## config.mk

```make
export PLATFORM = sky130hd
export DESIGN_NAME = kart_ram
export DESIGN_NICKNAME = d
export VERILOG_FILES = /design/src/design/kart_ram.sv
export SDC_FILE = /design/constraint.sdc
export NUM_CORES = 1
export LEC_CHECK = 0
export BUFFER_PORTS_ARGS = -buffer_cell sky130_fd_sc_hd__buf_4
export CORE_ASPECT_RATIO = 0.6
export CORE_MARGIN = 1.5
export CORE_UTILIZATION = 50
export CTS_BUF_LIST = sky130_fd_sc_hd__clkbuf_8
export CTS_CLUSTER_DIAMETER = 50
export DETAILED_ROUTE_END_ITERATION = 7
export PLACE_DENSITY = 0.67
export SETUP_SLACK_MARGIN = 0.15
export SLEW_MARGIN = 30
export SYNTH_ARGS = -nofsm -noshare
export SYNTH_HDL_FRONTEND = slang
export SYNTH_SLANG_ARGS = --single-unit
```

## constraint.sdc

```tcl
create_clock -name clk -period 3.5 [get_ports clk]
set_input_delay 1.05 -clock clk [delete_from_list [all_inputs] [get_ports clk]]
set_output_delay 1.05 -clock clk [all_outputs]
set_load 0.05 [all_outputs]
```

## src/design/kart_ram.sv

```systemverilog
// Generic single-write, single-read RAM with registered read data.
module kart_ram #(
  parameter int WIDTH = 8,
  parameter int DEPTH = 16
) (
  input  logic                                          clk,
  input  logic                                          we,
  input  logic [((DEPTH > 1) ? $clog2(DEPTH) : 1)-1:0] waddr,
  input  logic [WIDTH-1:0]                              wdata,
  input  logic [((DEPTH > 1) ? $clog2(DEPTH) : 1)-1:0] raddr,
  output logic [WIDTH-1:0]                              rdata
);

  logic [WIDTH-1:0] mem [DEPTH];

  always_ff @(posedge clk) begin
    if (we) begin
      mem[waddr] <= wdata;
    end
    rdata <= mem[raddr];
  end

endmodule

```

==> qor.txt <==
Final GP Congestion = 0.7885
Worst Tran Pin Value = 0.8857 ns
Highest Clock Rate = 428.8 MHz
Max Cap Viol = 0
Critical path capture point type = flip-flop
Antenna-violating nets left = 0
Post-Synthesis Mean Instance Area = 22.48 um^2
Sinks on Clock Net = 136
P_leak = 1.966 nW
Area grow syn2layout = 15.36%
Critical path required time = 3.79 ns
Vias in the first global route = 2428
Nets@finish = 286
Antenna Diode Count = 0
Util after Layout = 59.68%
Die area = 10930 um^2
First drt pass iteration count = 4
Share of layout cells above drive strength 1 = 28.83%
Avg Vias per Cell = 5.776
TritonCTS clock tree = yes
Core Rows = 28
Worst setup margin = 1.168 ns
Clock Pin Slew Worst Setup and Hold Paths = 0.08 ns
Largest net degree at the start of global routing = 33
Die W = 134.0 um
Final wirelength = 10260 um
Number of synthesized flops with an enable pin = 128
Post-CTS Setup Inserts = 0
Main synth FF type = edfxtp_1
Cts bufs inserted = 17
Count leader, synth = edfxtp_1
Period Utilization, post-route = 66.63%
Clock latency on the worst-skew pair = 0.42 ns
Largest fanout on the critical path = 32
Area leader, netlist = edfxtp_1
Post-CTS Hold Buffers = 0
RSZ-0062 raised after global routing = false
Startpoint types = input port
P per Cell Area = 601.8 nW/um^2
Top cell type's share of synthesized area = 74.67%
Placed inst area = 5455 um^2
I/O pin count = 26
Die Y = 81.60 um
Mapped cell area = 5147 um^2
Initial Utilization = 51.74%
Post_cts resized = 0
CTS Buffer Depth = 2
Global-route usage over all layers = 21.64%
H-Tree Depth = 4
Slew margin rel. = 40.74%
HP Class = flip-flop to flip-flop
1st-iter DRT viols = 227
Remaining Overflow, GRT = 0
Final Setup Violations = 0
Sequential area share after synthesis = 77.78%
Root Buffer = clkbuf_8
Global-route wire length before repair = 15680 um
# fillers = 735
Syn_nets = 247
VDD IR-drop max = 0.3295 mV
Post-synthesis register bit count = 136
Status = finished, final reports clean
Dpl ws = 0.6998 ns
Setup Skew = 0.01068 ns
Critical path arrival = 2.63 ns
DRC viols = 0
DP Wirelength = 6431 um
Setup TNS = 0 ns
Area contributors post-synth = edfxtp_1 (75%), mux4_2 (7.9%), mux4_1 (7.1%)
Min Tclk post-route = 2.332 ns
Slew Viols, Final = 0
Post-synth cell types = 19
Async S/R FF share, synth = 0%
Drt wl/cell = 24.67 um
Cells after Synth = 229
Core Area = 9950 um^2
Total number of vias = 2403
Yosys warns = 0
Post-route design area = 5938 um^2
Setup CP Type = input port to flip-flop
Initial antenna violation count = 0
Most instantiated cells after synthesis = edfxtp_1 (128), mux4_2 (18), a22oi_1 (16)
PortBufs = 25
Final Hold Vio Count = 0
==> layout by cell type, fill, tap and decap left out, types with 2 or more instances in the layout <==
cell type,Yosys,routed
dfxtp_1,8,8
nand2b_1,2,2
buf_4,1,30
nor2_1,13,13
clkinv_4,0,2
nand2_1,9,9
a22oi_1,16,16
nand3b_1,2,2
mux4_1,14,14
mux4_2,18,18
clkbuf_8,0,17
nor3_1,4,4
clkinvlp_4,0,5
bufinv_16,0,6
edfxtp_1,128,128
==> critical path, stage by stage <==
cell and delay, ns:
buf_4 0.47, mux4_1 0.70, a22oi_1 0.30, nand2_1 0.09
==> power by group <==
part	switching [W]	leakage [nW]	internal [W]	total, W
Clock	0.000604	0.224	0.000922	0.00153
Sequential	0.0000132	1.22	0.00182	0.00183
Combinational	0.000137	0.517	0.0000781	0.000215
Total	0.000755	1.97	0.00282	0.00357
==> flip-flops by register name, summed over array words and instances (netlist names) <==
| signal | flops |
|---|---|
| rdata | 8 |
| mem | 128 |
==> per-stage QoR <==
step	power [W]	hold WS (ns)	std cells
3_5_place_dp	0.002085	0.6773	384
4_1_cts	0.003599	0.6945	416
6_report	0.003573	0.6952	416
3_3_place_gp	0.002081	0.6578	384
5_1_grt	0.003681	0.7164	416
2_1_floorplan	0.001993	0.6293	229
==> final cells by class <==
class                   instances  area [um^2]  area share, %
well taps                     135        168.9          2.844
clock inverters                15        249.0          4.193
flip-flops and latches        136         4004          67.43
multi-input cells              83         1057          17.80
clock buffers                  17        234.0          3.940
repair buffers                 30        225.2          3.793
==> worst paths after layout <==
| path | startpoint | to | slack (ns) | depth (start not counted) |
|---|---|---|---|---|
| hold / removal | mem[8][3] | rdata[3] | 0.70 | 3 |
| setup / recovery | raddr[0] | rdata[1] | 1.17 | 4 |
| hold reg to reg | mem[8][3] | rdata[3] | 0.70 | 3 |
| setup reg to reg | mem[11][1] | rdata[1] | 2.02 | 3 |
==> layer usage <==
layer | share of wire, % | track usage (%)
met1 | 45 | 31.81
met2 | 45 | 30.21
met3 | 9.6 | 6.667
met4 | 0.44 | 9.457
met5 | 0 | 0
==> cell families (layout without fill, tap and decap cells) <==
family | Yosys count | count (layout) | share of synthesized area, %
compound gates | 16 | 16 | 2.334
buf+inv | 10 | 62 | 1.677
flops | 136 | 136 | 77.78
mux | 32 | 32 | 15.02
simple gates | 35 | 35 | 3.184
No activity file was read; power rests on OpenSTA's default activity.
