### src/design/kart_pkg.sv
// Shared constants, record types and register codes of the key auto-repeat table.
package kart_pkg;

  localparam int KEYS      = 256;
  localparam int TIME_BITS = 48;

  localparam int KEY_W   = (KEYS > 1) ? $clog2(KEYS) : 1;
  localparam int FDUR_W  = 20;
  localparam int FRM_W   = 8;
  localparam int DLY_W   = FDUR_W + FRM_W;
  localparam int SUM_W   = ((TIME_BITS > DLY_W) ? TIME_BITS : DLY_W) + 1;
  localparam int COUNT_W = 16;
  localparam int FRAME_W = 32;

  localparam logic [COUNT_W-1:0] COUNT_MAX = {COUNT_W{1'b1}};

  localparam logic [FDUR_W-1:0] FDUR_RESET = FDUR_W'(16667);
  localparam logic [FRM_W-1:0]  IDLY_RESET = FRM_W'(15);
  localparam logic [FRM_W-1:0]  RINT_RESET = FRM_W'(4);

  // Configuration register indexes.
  localparam logic [1:0] REG_FRAME_DUR = 2'd0;
  localparam logic [1:0] REG_INIT_DLY  = 2'd1;
  localparam logic [1:0] REG_RPT_INT   = 2'd2;

  // One key's repeat record as kept in the table memory.
  typedef struct packed {
    logic                 hold_active;
    logic [COUNT_W-1:0]   count;
    logic                 start_valid;
    logic [TIME_BITS-1:0] start_time;
    logic [TIME_BITS-1:0] last_repeat_time;
    logic [FRAME_W-1:0]   last_frame;
    logic                 last_fired;
  } rec_t;

  localparam int REC_W = $bits(rec_t);

  // Query fields held while the record is read.
  typedef struct packed {
    logic                 pressed;
    logic                 just_pressed;
    logic                 press_time_known;
    logic [TIME_BITS-1:0] press_time;
    logic [TIME_BITS-1:0] now_time;
    logic [FRAME_W-1:0]   frame_number;
  } qry_t;

  // Status from the update logic back to the control.
  typedef struct packed {
    logic               write_en;
    logic               fired;
    logic [COUNT_W-1:0] count;
  } upd_t;

endpackage

### src/design/kart_update.sv
// Next-record and result logic for one key query.
module kart_update (
  input  kart_pkg::qry_t              qry,
  input  logic                        rec_ok,
  input  kart_pkg::rec_t              rec_raw,
  input  logic [kart_pkg::DLY_W-1:0]  delay_us,
  input  logic [kart_pkg::DLY_W-1:0]  interval_us,
  output kart_pkg::rec_t              rec_new,
  output kart_pkg::upd_t              upd
);
  import kart_pkg::*;

  rec_t                 rec;
  logic [TIME_BITS-1:0] start;
  logic [SUM_W-1:0]     due;
  logic                 cached;
  logic                 fired;

  always_comb begin
    // A key that was never written reads as an all-zero record.
    rec    = rec_ok ? rec_raw : '0;
    start  = qry.press_time_known ? qry.press_time : qry.now_time;
    cached = rec_ok && (rec.last_frame == qry.frame_number);
    fired  = 1'b0;
    due    = '0;
    rec_new = rec;

    if (qry.just_pressed) begin
      rec_new.hold_active      = 1'b1;
      rec_new.count            = '0;
      rec_new.start_valid      = 1'b1;
      rec_new.start_time       = start;
      rec_new.last_repeat_time = start;
    end else if (!qry.pressed) begin
      rec_new.hold_active      = 1'b0;
      rec_new.count            = '0;
      rec_new.start_valid      = 1'b0;
      rec_new.start_time       = '0;
      rec_new.last_repeat_time = '0;
    end else begin
      if (!rec_new.hold_active) begin
        rec_new.hold_active      = 1'b1;
        rec_new.count            = '0;
        rec_new.start_valid      = 1'b1;
        rec_new.start_time       = start;
        rec_new.last_repeat_time = start;
      end
      if (!rec_new.start_valid) begin
        rec_new.start_valid = 1'b1;
        rec_new.start_time  = start;
      end
      // The first repeat counts from the press, later ones from the last deadline.
      if (rec_new.count == '0) begin
        due = SUM_W'(rec_new.start_time) + SUM_W'(delay_us);
      end else begin
        due = SUM_W'(rec_new.last_repeat_time) + SUM_W'(interval_us);
      end
      if (SUM_W'(qry.now_time) >= due) begin
        if (rec_new.count != COUNT_MAX) begin
          rec_new.count = rec_new.count + COUNT_W'(1);
        end
        rec_new.last_repeat_time = due[TIME_BITS-1:0];
        fired = 1'b1;
      end
    end
    rec_new.last_frame = qry.frame_number;
    rec_new.last_fired = fired;

    if (cached) begin
      upd.write_en = 1'b0;
      upd.fired    = rec.last_fired;
      upd.count    = rec.count;
    end else begin
      upd.write_en = 1'b1;
      upd.fired    = fired;
      upd.count    = rec_new.count;
    end
  end

endmodule

### config.mk
export PLATFORM = sky130hd
export DESIGN_NAME = kart_update
export DESIGN_NICKNAME = d
export VERILOG_FILES = /design/src/design/kart_pkg.sv /design/src/design/kart_update.sv
export SDC_FILE = /design/constraint.sdc
export NUM_CORES = 1
export LEC_CHECK = 0
export BUFFER_PORTS_ARGS = -buffer_cell sky130_fd_sc_hd__buf_2
export CELL_PAD_IN_SITES_DETAIL_PLACEMENT = 1
export CELL_PAD_IN_SITES_GLOBAL_PLACEMENT = 2
export CORE_MARGIN = 4
export CORE_UTILIZATION = 26
export DETAILED_ROUTE_END_ITERATION = 10
export PLACE_DENSITY_LB_ADDON = 0.1
export SYNTH_ARGS = -nofsm -noshare
export SYNTH_HDL_FRONTEND = slang
export SYNTH_SLANG_ARGS = --single-unit
### constraint.sdc
create_clock -name vclk -period 14.9
set_clock_uncertainty 0.15 [all_clocks]
set_input_delay 0.745 -clock vclk [all_inputs]
set_output_delay 0.745 -clock vclk [all_outputs]
set_load 0.005 [all_outputs]
==> flow_summary.ini <==
[routing]
ant_nets = 0
vias = 14000
wl_um = 57900
wl_per_cell_um = 22.9
vias_per_cell = 5.55
first_iter_violations = 719
firstDrtPassIters = 7
post-route-drc-count = 0

[critical_path]
slowest_delay_ns = 0.82
critPathLaunchType = input port
end_kind = output port
cp.arrival_ns = 9.15
cp_max_fo = 35
crit_type = in -> out
crit_path_frequent_cell = a21oi_1
crit_slowest_cell = nand2b_2
required_ns = 14.01

[hold_path]
holdCritStartpoint = qry[7]
whs_endpoint = rec_new[8]
hold_depth = 2
hp-class = in -> out

[power_and_ir_drop]
p_per_area_mw_per_mm2 = 52.1
p_leak_nw = 6.20
ir_drop_uv = 20.8
power_mw = 0.678

[place]
finalWeightedCongestion = 0.882
dpl.cell_count = 2522
dpl_cell_area_sq_mm = 0.0130
dp_slack_ns = 4.86
dpl.hpwl_um = 48100
io_buffers = 500

[synthesis]
yosys_warnings = 0
yosysTopAreaCell = ha_1
syn-cell-area_sq_mm = 0.0104
ys_top_cells_by_area = ha_1 13%, a21oi_1 8.7%, nor2_1 7.3%
synthCells = 1618
avgSynthCellArea_sq_um = 6.43
synth_nets = 2061
synth.top_cell.area_share_pct = 12.8
ys_types = 83
ys_seq_area_share_pct = 0

[timing]
worst-slew-pin-transition_ns = 1.24
setup_violations = 0
final_max_slew_viol_count = 0
whs_ns = 1.54
final_hold_viol_count = 0
post-route-period-util_pct = 67.4
tns_ns = 0
maxSlewHeadroom_pct = 17.3
fmax_mhz = 99.5
period_needed_ns = 10.05
rsz0062_at_grt = no
setup_ws_ns = 4.85

[cts]
cts_hold_buf = 0
postCtsSetupBuffers = 0
cts.repair.resized = 0

[final_layout]
fin_area_sq_mm = 0.0130
regArea_sq_um = 0
final_cells = 2530
seq_cells = 0
layout.nets = 2449
fill_cells = 5210
fin_util_pct = 33.3
drive_gt1_share_pct = 28.0
nClkBuffers = 0
syn_to_final_growth_pct = 25.3

[floorplan]
start_util_pct = 26.6
die_h_um = 208
die_area_sq_mm = 0.0433
die_w_um = 208
core_sq_mm = 0.0391
design.portCount = 500
rows = 72

[global_routing]
grt_antenna_before_repair = 10
grt_max_degree = 59
first_global_vias = 14800
grt_first_pass_wirelength_um = 87500
track_usage_pct = 24.8
gr-total-overflow = 0

[job]
cap_violations = 0

[status]
status = complete, no violations
[cell usage in the layout (no fill, tap or decap), types with 25 or more instances in the layout]
cell type | Yosys | layout
o21ai_0 | 123 | 123
nand2_1 | 163 | 162
ha_1 | 106 | 106
a21oi_1 | 180 | 180
mux2i_1 | 67 | 67
xor2_1 | 48 | 48
a21o_1 | 39 | 39
inv_1 | 26 | 25
o211ai_1 | 32 | 32
nor3_1 | 28 | 28
buf_2 | 9 | 500
nand3_1 | 57 | 56
nor2_1 | 201 | 200
xnor2_1 | 65 | 65
[cells in the mapped netlist (all sizes together), types with 17 or more instances]
cell type,n
a211oi,20
a21o,39
a21oi,180
a22oi,21
a31oi,20
and3,18
buf,65
clkbuf,63
ha,106
inv,26
mux2,17
mux2i,70
nand2,164
nand3,57
nand4,22
nor2,201
nor3,28
o211ai,33
o21ai,134
o22ai,23
o2bb2ai,22
xnor2,65
xor2,48
[routing by layer]
metal	vias up	routed length, um	GRT usage [%]
met2	352	28800	45.0
met5	-	60	0
met3	52	2290	2.86
li1	6803	-	-
met1	6820	25700	32.0
met4	8	986	3.99
[logic make-up (layout without fill, tap and decap cells)]
kind of cell	Yosys count	after routing	share of synthesized area, %
fa+ha+maj	108	108	13.1
compound gates	575	575	35.0
buf+inv	154	540	7.62
mux	87	87	8.72
other cells	0	8	0
xor+xnor	113	113	9.52
simple gates	581	581	26.0
[final cells by class]
cell class / instances / area [sq um] / share of cell area, %
antenna: 8 / 20.0 / 0.154
inverter: 26 / 97.6 / 0.749
multi-input combinational: 1464 / 9660 / 74.1
tap: 518 / 648 / 4.97
timing repair buffer: 514 / 2610 / 20.0
[worst max path at each step]
stage | cells after the start | slack [ns] | to | startpoint
2_1_floorplan | 29 | 6.58 | upd[10] | rec_ok
3_3_place_gp | 27 | 4.94 | rec_new[74] | qry[128]
3_5_place_dp | 27 | 4.86 | rec_new[74] | qry[128]
4_1_cts | 27 | 4.82 | rec_new[74] | qry[128]
5_1_grt | 27 | 4.21 | rec_new[74] | qry[128]
6_report | 27 | 4.85 | rec_new[74] | qry[128]
[worst max-delay path, delay by kind of cell]
| family | cells | cell delay (ns) |
|---|---|---|
| buffers and inverters | 4 | 1.70 |
| adder cells (fa/ha/maj) | 3 | 1.09 |
| multiplexers | 1 | 0.39 |
| AND/OR/NAND/NOR | 2 | 0.94 |
| AO/OA/AOI/OAI | 17 | 4.16 |
[where the power goes]
group	internal, mW	switching, mW
Sequential	0	0
Clock	0.0000000720	0
Combinational	0.261	0.417
Note: power is estimated with default switching activity, not from simulation.
